## src/scrs_pkg.sv

```systemverilog
`timescale 1ns / 1ps
// ----------------------------------------------------------------------------
// scrs_pkg
// Shared types and codes of the serial command/response sequencer.
// ----------------------------------------------------------------------------
package scrs_pkg;

    // request kinds on the input stream
    localparam logic [1:0] REQ_TICK  = 2'd0;
    localparam logic [1:0] REQ_START = 2'd1;
    localparam logic [1:0] REQ_BYTE  = 2'd2;

    // command codes
    localparam logic [1:0] CMD_GA   = 2'd0;
    localparam logic [1:0] CMD_RE   = 2'd1;
    localparam logic [1:0] CMD_TX   = 2'd2;
    localparam logic [1:0] CMD_NONE = 2'd3;

    // completion status codes
    localparam logic [1:0] STS_OK       = 2'd0;
    localparam logic [1:0] STS_TIMEOUT  = 2'd1;
    localparam logic [1:0] STS_CHECKSUM = 2'd2;
    localparam logic [1:0] STS_DEVICE   = 2'd3;

    // result kinds
    localparam logic KIND_TX     = 1'b0;
    localparam logic KIND_REPORT = 1'b1;

    // configuration register indexes
    localparam int          CFG_IDX_W     = 1;
    localparam logic [0:0]  REG_TIMEOUT   = 1'b0;
    localparam logic [0:0]  REG_MAX_SENDS = 1'b1;

    localparam logic [19:0] TIMEOUT_RESET   = 20'd10000;
    localparam logic [3:0]  MAX_SENDS_RESET = 4'd10;
    localparam logic [19:0] WAIT_MAX        = 20'hFFFFF;
    localparam logic [3:0]  SEND_MAX        = 4'd15;
    localparam logic [9:0]  BLOCK_MAX       = 10'd999;

    // longest frame: "GA," three digits "," two hex digits CR
    localparam int FRAME_MAX = 10;
    localparam int BODY_MAX  = 6;

    // characters
    localparam logic [7:0] CH_CR    = 8'h0D;
    localparam logic [7:0] CH_COMMA = 8'h2C;
    localparam logic [7:0] CH_ZERO  = 8'h30;
    localparam logic [7:0] CH_A     = 8'h41;
    localparam logic [7:0] CH_E     = 8'h45;
    localparam logic [7:0] CH_G     = 8'h47;
    localparam logic [7:0] CH_R     = 8'h52;
    localparam logic [7:0] CH_S     = 8'h53;
    localparam logic [7:0] CH_T     = 8'h54;
    localparam logic [7:0] CH_U     = 8'h55;
    localparam logic [7:0] CH_X     = 8'h58;

    // work passed from the front to the back
    typedef struct packed {
        logic       is_report;
        logic [1:0] cmd;
        logic [9:0] block;
        logic [1:0] status;
        logic [7:0] err_char;
    } job_t;

    // one result item
    typedef struct packed {
        logic       kind;
        logic [7:0] tx_byte;
        logic       last;
        logic [1:0] status;
        logic [7:0] err_char;
        logic       busy;
    } result_t;

    // upper-case hex digit of a nibble
    function automatic logic [7:0] hex_char(input logic [3:0] v);
        logic [7:0] r;
        if (v < 4'd10) begin
            r = CH_ZERO + {4'h0, v};
        end else begin
            r = (CH_A - 8'd10) + {4'h0, v};
        end
        return r;
    endfunction

endpackage

```

## src/serial_command_response_sequencer_core.sv

```systemverilog
`timescale 1ns / 1ps
// ----------------------------------------------------------------------------
// serial_command_response_sequencer_core
// Runs one GA, RE or TX command exchange with a serial device.
// ----------------------------------------------------------------------------
// A request is taken whenever the job queue (QUEUE_DEPTH entries) has room, so
// ticks and received bytes stream in back to back. A start request, or a resend
// of RE, queues one frame; the frame unit pops the job, runs the decimal
// conversion B_DIVH, B_DIVR, B_DIVT for GA, builds the frame in B_BUILD and
// sends one byte per cycle (six to ten) while the output is not stalled, taking
// no new job until the frame is sent. A completion report goes straight into
// the free output register, the single result stage; cfg_ready is always high.
module serial_command_response_sequencer_core import scrs_pkg::*; #(
    parameter int LINE_POS_MAX = 63,
    parameter int QUEUE_DEPTH  = 4
) (
    input  logic                 aclk,
    input  logic                 aresetn,
    input  logic                 cfg_valid,
    output logic                 cfg_ready,
    input  logic [CFG_IDX_W-1:0] cfg_index,
    input  logic [19:0]          cfg_data,
    input  logic                 s_tvalid,
    output logic                 s_tready,
    input  logic [23:0]          s_tdata,  // cmd, block_no, rx_byte, zero fill
    input  logic [1:0]           s_tuser,  // req_type
    output logic                 m_tvalid,
    input  logic                 m_tready,
    output logic [23:0]          m_tdata,  // tx_byte, status, error_char, busy_res, zero fill
    output logic                 m_tuser,  // out_kind
    output logic                 m_tlast   // last
);
    logic    queue_full;
    logic    push;
    job_t    push_job;
    logic    head_valid;
    job_t    head_job;
    logic    pop;
    result_t res;

    assign cfg_ready = 1'b1;

    scrs_front #(
        .LINE_POS_MAX(LINE_POS_MAX)
    ) u_front (
        .aclk       (aclk),
        .aresetn    (aresetn),
        .cfg_valid  (cfg_valid),
        .cfg_index  (cfg_index),
        .cfg_data   (cfg_data),
        .req_valid  (s_tvalid),
        .req_ready  (s_tready),
        .req_type   (s_tuser),
        .cmd        (s_tdata[1:0]),
        .block_no   (s_tdata[11:2]),
        .rx_byte    (s_tdata[19:12]),
        .queue_full (queue_full),
        .push       (push),
        .push_job   (push_job)
    );

    scrs_queue #(
        .DEPTH(QUEUE_DEPTH)
    ) u_queue (
        .aclk       (aclk),
        .aresetn    (aresetn),
        .push       (push),
        .push_job   (push_job),
        .full       (queue_full),
        .head_valid (head_valid),
        .head_job   (head_job),
        .pop        (pop)
    );

    scrs_back u_back (
        .aclk      (aclk),
        .aresetn   (aresetn),
        .job_valid (head_valid),
        .job       (head_job),
        .job_pop   (pop),
        .res_valid (m_tvalid),
        .res       (res),
        .res_ready (m_tready)
    );

    assign m_tdata = {5'b0, res.busy, res.err_char, res.status, res.tx_byte};
    assign m_tuser = res.kind;
    assign m_tlast = res.last;

endmodule

```

## src/scrs_queue.sv

```systemverilog
`timescale 1ns / 1ps
// ----------------------------------------------------------------------------
// scrs_queue
// Short job queue between the request front and the frame back.
// ----------------------------------------------------------------------------
module scrs_queue import scrs_pkg::*; #(
    parameter int DEPTH = 4
) (
    input  logic aclk,
    input  logic aresetn,
    input  logic push,
    input  job_t push_job,
    output logic full,
    output logic head_valid,
    output job_t head_job,
    input  logic pop
);
    localparam int PTR_W = (DEPTH > 1) ? $clog2(DEPTH) : 1;
    localparam int CNT_W = $clog2(DEPTH + 1);

    job_t             slot_reg [DEPTH];
    logic [PTR_W-1:0] head_reg, head_next;
    logic [PTR_W-1:0] tail_reg, tail_next;
    logic [CNT_W-1:0] count_reg, count_next;

    function automatic logic [PTR_W-1:0] wrap_inc(input logic [PTR_W-1:0] p);
        logic [PTR_W-1:0] r;
        if (p == PTR_W'(DEPTH - 1)) begin
            r = '0;
        end else begin
            r = p + PTR_W'(1);
        end
        return r;
    endfunction

    assign full       = (count_reg == CNT_W'(DEPTH));
    assign head_valid = (count_reg != '0);
    assign head_job   = slot_reg[head_reg];

    always_comb begin
        head_next  = pop  ? wrap_inc(head_reg) : head_reg;
        tail_next  = push ? wrap_inc(tail_reg) : tail_reg;
        count_next = count_reg;
        if (push && !pop) begin
            count_next = count_reg + CNT_W'(1);
        end else if (pop && !push) begin
            count_next = count_reg - CNT_W'(1);
        end
    end

    always_ff @(posedge aclk) begin
        if (!aresetn) begin
            head_reg  <= '0;
            tail_reg  <= '0;
            count_reg <= '0;
        end else begin
            head_reg  <= head_next;
            tail_reg  <= tail_next;
            count_reg <= count_next;
        end
    end

    always_ff @(posedge aclk) begin
        if (push) begin
            slot_reg[tail_reg] <= push_job;
        end
    end

endmodule

```

## src/scrs_front.sv

```systemverilog
`timescale 1ns / 1ps
// ----------------------------------------------------------------------------
// scrs_front
// Takes requests, tracks the exchange and reply line, queues frames and reports.
// ----------------------------------------------------------------------------
module scrs_front import scrs_pkg::*; #(
    parameter int LINE_POS_MAX = 63
) (
    input  logic                 aclk,
    input  logic                 aresetn,
    input  logic                 cfg_valid,
    input  logic [CFG_IDX_W-1:0] cfg_index,
    input  logic [19:0]          cfg_data,
    input  logic                 req_valid,
    output logic                 req_ready,
    input  logic [1:0]           req_type,
    input  logic [1:0]           cmd,
    input  logic [9:0]           block_no,
    input  logic [7:0]           rx_byte,
    input  logic                 queue_full,
    output logic                 push,
    output job_t                 push_job
);
    localparam int LP_W = $clog2(LINE_POS_MAX + 1);

    typedef enum logic [2:0] {
        ST_IDLE  = 3'b001,
        ST_REPLY = 3'b010,
        ST_ERR   = 3'b100
    } seq_state_t;

    logic [19:0]     timeout_reg, timeout_next;
    logic [3:0]      max_sends_reg, max_sends_next;
    seq_state_t      state_reg, state_next;
    logic [1:0]      active_reg, active_next;
    logic [9:0]      block_reg, block_next;
    logic [3:0]      sends_reg, sends_next;
    logic [19:0]     wait_reg, wait_next;
    logic [LP_W-1:0] pos_reg, pos_next;
    logic [7:0]      xor_reg, xor_next;
    logic [7:0]      rb0_reg, rb0_next;
    logic [7:0]      rb1_reg, rb1_next;
    logic [7:0]      fourth_reg, fourth_next;

    logic       accept;
    logic       busy;
    logic       sum_ok;
    logic       is_tee;
    logic [19:0] wait_inc;
    logic [9:0] blk_sat;
    logic       send, fin, clr;
    logic [1:0] fin_st;
    logic [7:0] fin_ec;
    logic [1:0] frame_cmd;
    logic [9:0] frame_blk;

    assign req_ready = !queue_full;
    assign accept    = req_valid && req_ready;
    assign busy      = (state_reg != ST_IDLE);
    assign blk_sat   = (block_no > BLOCK_MAX) ? BLOCK_MAX : block_no;
    assign wait_inc  = (wait_reg < WAIT_MAX) ? wait_reg + 20'd1 : wait_reg;
    assign sum_ok    = (pos_reg >= LP_W'(2)) && (rb1_reg == hex_char(xor_reg[7:4]))
                       && (rb0_reg == hex_char(xor_reg[3:0]));
    assign is_tee    = (pos_reg >= LP_W'(1)) && (rx_byte == CH_T)
                       && ((rb0_reg == CH_S) || (rb0_reg == CH_U));

    always_comb begin
        timeout_next   = timeout_reg;
        max_sends_next = max_sends_reg;
        if (cfg_valid) begin
            unique case (cfg_index)
                REG_TIMEOUT:   timeout_next   = cfg_data;
                REG_MAX_SENDS: max_sends_next = cfg_data[3:0];
                default: ;
            endcase
        end
    end

    always_comb begin
        state_next  = state_reg;
        active_next = active_reg;
        block_next  = block_reg;
        sends_next  = sends_reg;
        wait_next   = wait_reg;
        pos_next    = pos_reg;
        xor_next    = xor_reg;
        rb0_next    = rb0_reg;
        rb1_next    = rb1_reg;
        fourth_next = fourth_reg;
        send        = 1'b0;
        fin         = 1'b0;
        clr         = 1'b0;
        fin_st      = STS_OK;
        fin_ec      = 8'h00;
        frame_cmd   = active_reg;
        frame_blk   = block_reg;

        if (accept) begin
            unique case (req_type)
                REQ_START: begin
                    if (cmd != CMD_NONE) begin
                        active_next = cmd;
                        block_next  = blk_sat;
                        sends_next  = (cmd == CMD_RE) ? 4'd1 : 4'd0;
                        state_next  = ST_REPLY;
                        send        = 1'b1;
                        frame_cmd   = cmd;
                        frame_blk   = blk_sat;
                    end
                end
                REQ_TICK: begin
                    if (busy) begin
                        if (wait_inc >= timeout_reg) begin
                            fin    = 1'b1;
                            fin_st = STS_TIMEOUT;
                        end else begin
                            wait_next = wait_inc;
                        end
                    end
                end
                REQ_BYTE: begin
                    if (busy) begin
                        if (rx_byte == CH_CR) begin
                            fin_ec = fourth_reg;
                            if (state_reg == ST_REPLY) begin
                                if (!sum_ok) begin
                                    fin    = 1'b1;
                                    fin_st = STS_CHECKSUM;
                                end else if (fourth_reg == CH_ZERO) begin
                                    fin    = 1'b1;
                                    fin_st = STS_OK;
                                end else if ((active_reg == CMD_RE)
                                             && (sends_reg < max_sends_reg)) begin
                                    if (sends_reg < SEND_MAX) begin
                                        sends_next = sends_reg + 4'd1;
                                    end
                                    send = 1'b1;
                                end else begin
                                    state_next = ST_ERR;
                                    wait_next  = '0;
                                    clr        = 1'b1;
                                end
                            end else begin
                                fin    = 1'b1;
                                fin_st = ((active_reg == CMD_TX) && !sum_ok) ? STS_CHECKSUM
                                                                             : STS_DEVICE;
                            end
                        end else if (is_tee) begin
                            // status line from the device, dropped
                            clr = 1'b1;
                        end else begin
                            if (pos_reg >= LP_W'(2)) begin
                                xor_next = xor_reg ^ rb1_reg;
                            end
                            rb1_next = rb0_reg;
                            rb0_next = rx_byte;
                            if (pos_reg == LP_W'(3)) begin
                                fourth_next = rx_byte;
                            end
                            if (pos_reg < LP_W'(LINE_POS_MAX)) begin
                                pos_next = pos_reg + LP_W'(1);
                            end
                        end
                    end
                end
                default: ;
            endcase
        end

        if (send) begin
            wait_next = '0;
            clr       = 1'b1;
        end
        if (fin) begin
            state_next = ST_IDLE;
            wait_next  = '0;
            clr        = 1'b1;
        end
        if (clr) begin
            pos_next    = '0;
            xor_next    = '0;
            rb0_next    = '0;
            rb1_next    = '0;
            fourth_next = CH_ZERO;
        end
    end

    always_comb begin
        push               = send || fin;
        push_job.is_report = fin;
        push_job.cmd       = frame_cmd;
        push_job.block     = frame_blk;
        push_job.status    = fin_st;
        push_job.err_char  = fin_ec;
    end

    always_ff @(posedge aclk) begin
        if (!aresetn) begin
            timeout_reg   <= TIMEOUT_RESET;
            max_sends_reg <= MAX_SENDS_RESET;
            state_reg     <= ST_IDLE;
            active_reg    <= CMD_GA;
            block_reg     <= '0;
            sends_reg     <= '0;
            wait_reg      <= '0;
            pos_reg       <= '0;
            xor_reg       <= '0;
            rb0_reg       <= '0;
            rb1_reg       <= '0;
            fourth_reg    <= CH_ZERO;
        end else begin
            timeout_reg   <= timeout_next;
            max_sends_reg <= max_sends_next;
            state_reg     <= state_next;
            active_reg    <= active_next;
            block_reg     <= block_next;
            sends_reg     <= sends_next;
            wait_reg      <= wait_next;
            pos_reg       <= pos_next;
            xor_reg       <= xor_next;
            rb0_reg       <= rb0_next;
            rb1_reg       <= rb1_next;
            fourth_reg    <= fourth_next;
        end
    end

endmodule

```

## src/scrs_back.sv

```systemverilog
`timescale 1ns / 1ps
// ----------------------------------------------------------------------------
// scrs_back
// Turns queued jobs into transmit bytes or completion reports.
// ----------------------------------------------------------------------------
module scrs_back import scrs_pkg::*; (
    input  logic    aclk,
    input  logic    aresetn,
    input  logic    job_valid,
    input  job_t    job,
    output logic    job_pop,
    output logic    res_valid,
    output result_t res,
    input  logic    res_ready
);
    typedef enum logic [5:0] {
        B_IDLE  = 6'b000001,
        B_DIVH  = 6'b000010,
        B_DIVR  = 6'b000100,
        B_DIVT  = 6'b001000,
        B_BUILD = 6'b010000,
        B_EMIT  = 6'b100000
    } back_state_t;

    back_state_t bstate_reg, bstate_next;
    logic [1:0]  cmd_reg, cmd_next;
    logic [9:0]  blk_reg, blk_next;
    logic [3:0]  hund_reg, hund_next;
    logic [6:0]  rem_reg, rem_next;
    logic [3:0]  tens_reg, tens_next;
    logic [7:0]  frame_reg [FRAME_MAX];
    logic [7:0]  frame_next [FRAME_MAX];
    logic [3:0]  len_reg, len_next;
    logic [3:0]  idx_reg, idx_next;
    logic        valid_reg, valid_next;
    result_t     res_reg, res_next;

    logic        out_free;
    logic [15:0] prod41;
    logic [9:0]  hund_x100;
    logic [14:0] prod205;
    logic [6:0]  tens_x10;
    logic [3:0]  ones;
    logic [7:0]  body [FRAME_MAX];
    logic [3:0]  body_len;
    logic [7:0]  csum;
    logic        emit_last;

    assign out_free  = !valid_reg || res_ready;
    assign res_valid = valid_reg;
    assign res       = res_reg;

    // decimal split of the block number, one step per cycle
    assign prod41    = {6'b0, blk_reg} * 16'd41;
    assign hund_x100 = {6'b0, hund_reg} * 10'd100;
    assign prod205   = {8'b0, rem_reg} * 15'd205;
    assign tens_x10  = {3'b0, tens_reg} * 7'd10;
    assign ones      = 4'(rem_reg - tens_x10);

    // command text and its checksum
    always_comb begin
        for (int i = 0; i < FRAME_MAX; i++) begin
            body[i] = 8'h00;
        end
        body_len = 4'd2;
        unique case (cmd_reg)
            CMD_GA: begin
                body[0] = CH_G;
                body[1] = CH_A;
                body[2] = CH_COMMA;
                if (blk_reg >= 10'd100) begin
                    body[3]  = CH_ZERO + {4'h0, hund_reg};
                    body[4]  = CH_ZERO + {4'h0, tens_reg};
                    body[5]  = CH_ZERO + {4'h0, ones};
                    body_len = 4'd6;
                end else if (blk_reg >= 10'd10) begin
                    body[3]  = CH_ZERO + {4'h0, tens_reg};
                    body[4]  = CH_ZERO + {4'h0, ones};
                    body_len = 4'd5;
                end else begin
                    body[3]  = CH_ZERO + {4'h0, ones};
                    body_len = 4'd4;
                end
            end
            CMD_RE: begin
                body[0] = CH_R;
                body[1] = CH_E;
            end
            default: begin
                body[0] = CH_T;
                body[1] = CH_X;
            end
        endcase

        csum = CH_COMMA;
        for (int i = 0; i < BODY_MAX; i++) begin
            if (4'(i) < body_len) begin
                csum = csum ^ body[i];
            end
        end

        for (int i = 0; i < FRAME_MAX; i++) begin
            if (4'(i) < body_len) begin
                frame_next[i] = body[i];
            end else if (4'(i) == body_len) begin
                frame_next[i] = CH_COMMA;
            end else if (4'(i) == body_len + 4'd1) begin
                frame_next[i] = hex_char(csum[7:4]);
            end else if (4'(i) == body_len + 4'd2) begin
                frame_next[i] = hex_char(csum[3:0]);
            end else begin
                frame_next[i] = CH_CR;
            end
        end
    end

    assign emit_last = (idx_reg == len_reg - 4'd1);

    always_comb begin
        bstate_next = bstate_reg;
        cmd_next    = cmd_reg;
        blk_next    = blk_reg;
        hund_next   = hund_reg;
        rem_next    = rem_reg;
        tens_next   = tens_reg;
        len_next    = len_reg;
        idx_next    = idx_reg;
        job_pop     = 1'b0;
        valid_next  = valid_reg && !res_ready;
        res_next    = res_reg;

        unique case (bstate_reg)
            B_IDLE: begin
                if (job_valid) begin
                    if (job.is_report) begin
                        if (out_free) begin
                            job_pop           = 1'b1;
                            valid_next        = 1'b1;
                            res_next.kind     = KIND_REPORT;
                            res_next.tx_byte  = 8'h00;
                            res_next.last     = 1'b0;
                            res_next.status   = job.status;
                            res_next.err_char = job.err_char;
                            res_next.busy     = 1'b0;
                        end
                    end else begin
                        job_pop     = 1'b1;
                        cmd_next    = job.cmd;
                        blk_next    = job.block;
                        bstate_next = (job.cmd == CMD_GA) ? B_DIVH : B_BUILD;
                    end
                end
            end
            B_DIVH: begin
                hund_next   = prod41[15:12];
                bstate_next = B_DIVR;
            end
            B_DIVR: begin
                rem_next    = 7'(blk_reg - hund_x100);
                bstate_next = B_DIVT;
            end
            B_DIVT: begin
                tens_next   = prod205[14:11];
                bstate_next = B_BUILD;
            end
            B_BUILD: begin
                len_next    = body_len + 4'd4;
                idx_next    = '0;
                bstate_next = B_EMIT;
            end
            B_EMIT: begin
                if (out_free) begin
                    valid_next        = 1'b1;
                    res_next.kind     = KIND_TX;
                    res_next.tx_byte  = frame_reg[idx_reg];
                    res_next.last     = emit_last;
                    res_next.status   = STS_OK;
                    res_next.err_char = 8'h00;
                    res_next.busy     = 1'b1;
                    idx_next          = idx_reg + 4'd1;
                    if (emit_last) begin
                        bstate_next = B_IDLE;
                    end
                end
            end
            default: bstate_next = B_IDLE;
        endcase
    end

    always_ff @(posedge aclk) begin
        if (!aresetn) begin
            bstate_reg <= B_IDLE;
            valid_reg  <= 1'b0;
        end else begin
            bstate_reg <= bstate_next;
            valid_reg  <= valid_next;
        end
    end

    always_ff @(posedge aclk) begin
        cmd_reg  <= cmd_next;
        blk_reg  <= blk_next;
        hund_reg <= hund_next;
        rem_reg  <= rem_next;
        tens_reg <= tens_next;
        len_reg  <= len_next;
        idx_reg  <= idx_next;
        res_reg  <= res_next;
        if (bstate_reg == B_BUILD) begin
            for (int i = 0; i < FRAME_MAX; i++) begin
                frame_reg[i] <= frame_next[i];
            end
        end
    end

endmodule

```

## config.mk

```make
export PLATFORM = sky130hd
export DESIGN_NAME = serial_command_response_sequencer_core
export DESIGN_NICKNAME = d
export VERILOG_FILES = /design/src/scrs_pkg.sv /design/src/serial_command_response_sequencer_core.sv /design/src/scrs_queue.sv /design/src/scrs_front.sv /design/src/scrs_back.sv
export SDC_FILE = /design/constraint.sdc
export NUM_CORES = 1
export LEC_CHECK = 0
export BUFFER_PORTS_ARGS = -buffer_cell sky130_fd_sc_hd__buf_2
export CORE_MARGIN = 3
export CORE_UTILIZATION = 45
export CTS_CLUSTER_DIAMETER = 120
export DETAILED_ROUTE_END_ITERATION = 12
export PLACE_DENSITY_LB_ADDON = 0.08
export SLEW_MARGIN = 25
export SYNTH_ARGS = -nofsm -noshare
export SYNTH_HDL_FRONTEND = slang
export SYNTH_SLANG_ARGS = --single-unit
```

## constraint.sdc

```tcl
create_clock -name aclk -period 8.4 [get_ports aclk]
set_clock_uncertainty 0.05 [all_clocks]
set_input_delay 0 -clock aclk [delete_from_list [all_inputs] [get_ports aclk]]
set_output_delay 0 -clock aclk [all_outputs]
set_load 0.01 [all_outputs]
```

==> impl_metrics.json <==
{
  "dieHeight_um": 201,
  "coreArea_mm2": 0.0370,
  "fin_crit_sh_pct": 67.3,
  "multi_input_area_mm2": 0.00768,
  "required_ns": 8.81,
  "cts_resized": 0,
  "antenna_found_initial": 0,
  "via_per_inst": 5.26,
  "grt_pass1_wl_um": 59100,
  "netlist_area_mm2": 0.0170,
  "setup_viol": 0,
  "clk_pin_slew_worst_paths_ns": 0.06,
  "end_kind": "flip-flop",
  "slew_violations": 0,
  "cts_buffers": 37,
  "rsz0062_at_grt": "false",
  "leakage_nw": 7.68,
  "synthArstFlopShare_pct": 0,
  "cp_max_fo": 8,
  "nNetsFinal": 1819,
  "path_class": "flip-flop to flip-flop",
  "cp-startpoint": "u_front.wait_reg[0]",
  "antennaDiodeCount": 0,
  "wl_per_cell_um": 16.5,
  "clock_latency_ns": 0.54,
  "yosysWarnings": 0,
  "ctsHtreeMaxLevel": 2,
  "wl_um": 35700,
  "post-cts-setup-buffer-count": 0,
  "largest_reg_flops": 92,
  "min_path_type": "primary input to flip-flop",
  "cts_tree": "built",
  "drive_gt1_share_pct": 13.5,
  "regArea_mm2": 0.00879,
  "r2r_end": "u_queue.count_reg[2]",
  "critPathCapture": "u_queue.count_reg[2]",
  "whs_ns": 0.0298,
  "max_cap_violations": 0,
  "cts_sinks": 333,
  "synth_edf_count": 212,
  "r2r_start": "u_front.wait_reg[0]",
  "syn_to_final_growth_pct": 16.4,
  "drtIter0Drc": 642,
  "portBuffers": 69,
  "tightest_slew_ns": 0.934,
  "grt_max_degree": 72,
  "cp_top_family": "simple AND/OR/NAND/NOR gates",
  "crit_cells": 21,
  "outcome": "complete, no violations",
  "vias": 11397,
  "final.setup.tns_ns": 0,
  "firstDrtPassIters": 5,
  "critical_path_arrival_ns": 6.06,
  "die_w_um": 201,
  "grt_remaining_overflow": 0,
  "fill_cells": 3294,
  "crit_path_top_delay_cell": "or4b_2",
  "hold_viol_final": 0,
  "fin_crit_ns": 5.65,
  "first_global_vias": 11607,
  "globalplace.congestion": 0.816,
  "cp_num_buf_inv": 2,
  "vdd_drop_max_mv": 0.151,
  "io_pins": 81,
  "rr_worst_depth": 21,
  "ys_ff_latch": 333,
  "rows": 70,
  "cp_cell_sequence": "ha_1 > and3_1 > nand4_1 > o211ai_1 > nor2_1 > xor2_1 > ha_1 > nand2_1 > nor3_1 > a21oi_1 > or4b_2 > o211ai_1 > a22oi_4 > and2_1 > inv_1 > ha_1 > inv_1 > fa_1 > xor2_1 > or3_1 > a21oi_1",
  "synth_area_per_cell_um2": 11.5,
  "crit_path_start_kind": "flip-flop",
  "timing.reg2reg.setup_slack_ns": 2.75,
  "initial_utilization_pct": 46.1,
  "critPathMaxStageDelay_ns": 0.65,
  "cts_buffer_depth": 3,
  "syn_inst": 1481,
  "hpwl_um": 24500,
  "grtUsageTotal_pct": 17.9,
  "synth_cell_types": 84,
  "synth.yosys.seq_area_share_pct": 51.6,
  "drc": 0,
  "ys.flop_type": "edfxtp_1",
  "cts-root-buf": "clkbuf_16",
  "final_antenna_net_count": 0,
  "die_area_mm2": 0.0402,
  "relSlewSlack_pct": 37.7,
  "cp_common_cell": "ha_1",
  "fmax_mhz": 177,
  "pwr_density_cell_mw_per_mm2": 221
}
[routing by layer]
layer / share of wire [%] / wire length, um / global-route usage [%]
met5: 0 / 0 / 0
met4: 2.6 / 910 / 5.37
met3: 3.6 / 1270 / 3.32
met2: 49 / 17600 / 31.1
met1: 44 / 15800 / 22.7
[what timing repair did]
item,4_1_cts,5_1_grt
setup endpoints to repair,0,0
hold buffers,66,0
hold endpoints to repair,102,0
[worst reg2reg max path, delay by kind of cell (launching register included)]
family	cells	cell delay [ns]
xor gates and xnor gates	2	0.36
DFF	1	0.41
adders and majority gates	4	1.16
AOI/OAI and AO/OA	5	1.36
and+or+nand+nor	8	2.11
buffers and inverters	2	0.16
[worst min path at each step]
stage	start	endpoint	slack [ns]	cells past startpoint
floorplan	s_tdata[16]	u_front.fourth_reg[4]	0.07	1
global placement	cfg_data[4]	u_front.timeout_reg[4]	0.17	3
detailed placement	cfg_data[4]	u_front.timeout_reg[4]	0.18	3
CTS	s_tdata[6]	u_queue.slot_reg[1][14]	0.02	3
global route	s_tdata[6]	u_queue.slot_reg[1][14]	0.08	3
finish	s_tdata[6]	u_queue.slot_reg[1][14]	0.03	3
[layout by cell type (no fill, tap or decap), types with 8 or more instances in the layout]
cell type / count
clkbuf_16: 37
nor3_1: 16
xor2_1: 30
inv_1: 105
buf_2: 69
fa_1: 15
nand2_1: 132
a211oi_1: 14
a21o_1: 11
mux2_2: 9
o21ai_0: 48
conb_1: 28
mux2i_1: 36
dlygate4sd3_1: 66
clkbuf_1: 8
nand2b_1: 8
a311oi_2: 10
a21oi_1: 81
nor2b_1: 22
nor2_1: 116
and3_1: 15
dfxtp_1: 121
nand3_1: 49
edfxtp_1: 212
buf_4: 13
mux4_2: 37
o211ai_1: 10
and2_1: 39
nand4_1: 11
ha_1: 116
xnor2_1: 43
[layout make-up]
type,instances,share of cell area [%]
flip-flops and latches,333,44.4
clock inverters,18,1.04
clock buffers,49,5.10
multi-input cells,1010,38.7
well taps,504,3.18
inverters,106,2.01
repair buffers,148,5.57
[through the flow]
stage / instance area, um2 / power (mW) / worst slack, ns / std cells / util, %
after CTS: 19800 / 4.45 / 2.68 / 2168 / 53.6
final: 19800 / 4.38 / 2.75 / 2168 / 53.6
after floorplan: 17100 / 2.57 / 1.82 / 1507 / -
after global routing: 19800 / 4.63 / 2.26 / 2168 / 53.6
after global placement: 17900 / 2.77 / 2.74 / 2035 / 48.5
after detailed placement: 17900 / 2.78 / 2.71 / 2035 / 48.5
[report_power, final]
part	internal (mW)	leakage (nW)	switching (mW)	total [mW]
clock network	0.975	0.593	0.652	1.63
registers	1.88	2.98	0.0756	1.96
logic	0.354	4.11	0.444	0.798
total	3.21	7.68	1.17	4.38
[logic make-up after synthesis]
| family | Yosys count | synth area share [%] |
|---|---|---|
| AND/OR/NAND/NOR | 465 | 13.5 |
| flip-flops | 333 | 51.6 |
| AO/OA/AOI/OAI | 230 | 9.08 |
| buffers and inverters | 164 | 4.06 |
| adder cells (fa/ha/maj) | 131 | 10.3 |
| multiplexers | 83 | 7.69 |
| XOR/XNOR | 73 | 3.75 |
| other | 2 | 0.0441 |
[synth_stat cells (all sizes together), types with 7 or more instances]
cell	n	share of area, %
a21o	11	0.48
xnor2	43	2.2
mux4	37	4.9
inv	105	2.3
or3	7	0.29
ha	116	8.5
nor3	18	0.56
xor2	30	1.5
nand4	12	0.53
fa	15	1.8
nor2	119	2.6
or2	7	0.26
nand3	50	1.5
clkbuf	33	0.73
nand2	132	2.9
mux2i	36	2.1
edfxtp	212	37
nor4	8	0.33
nor2b	26	0.96
buf	25	0.99
nand2b	8	0.29
o21ai	51	1.5
and2	39	1.4
a311oi	13	1.0
and3	15	0.55
dfxtp	121	14
mux2	10	0.68
a21oi	82	2.4
a211oi	15	0.69
nor3b	7	0.31
o211ai	10	0.44
Note: power is estimated with default switching activity, not from simulation.
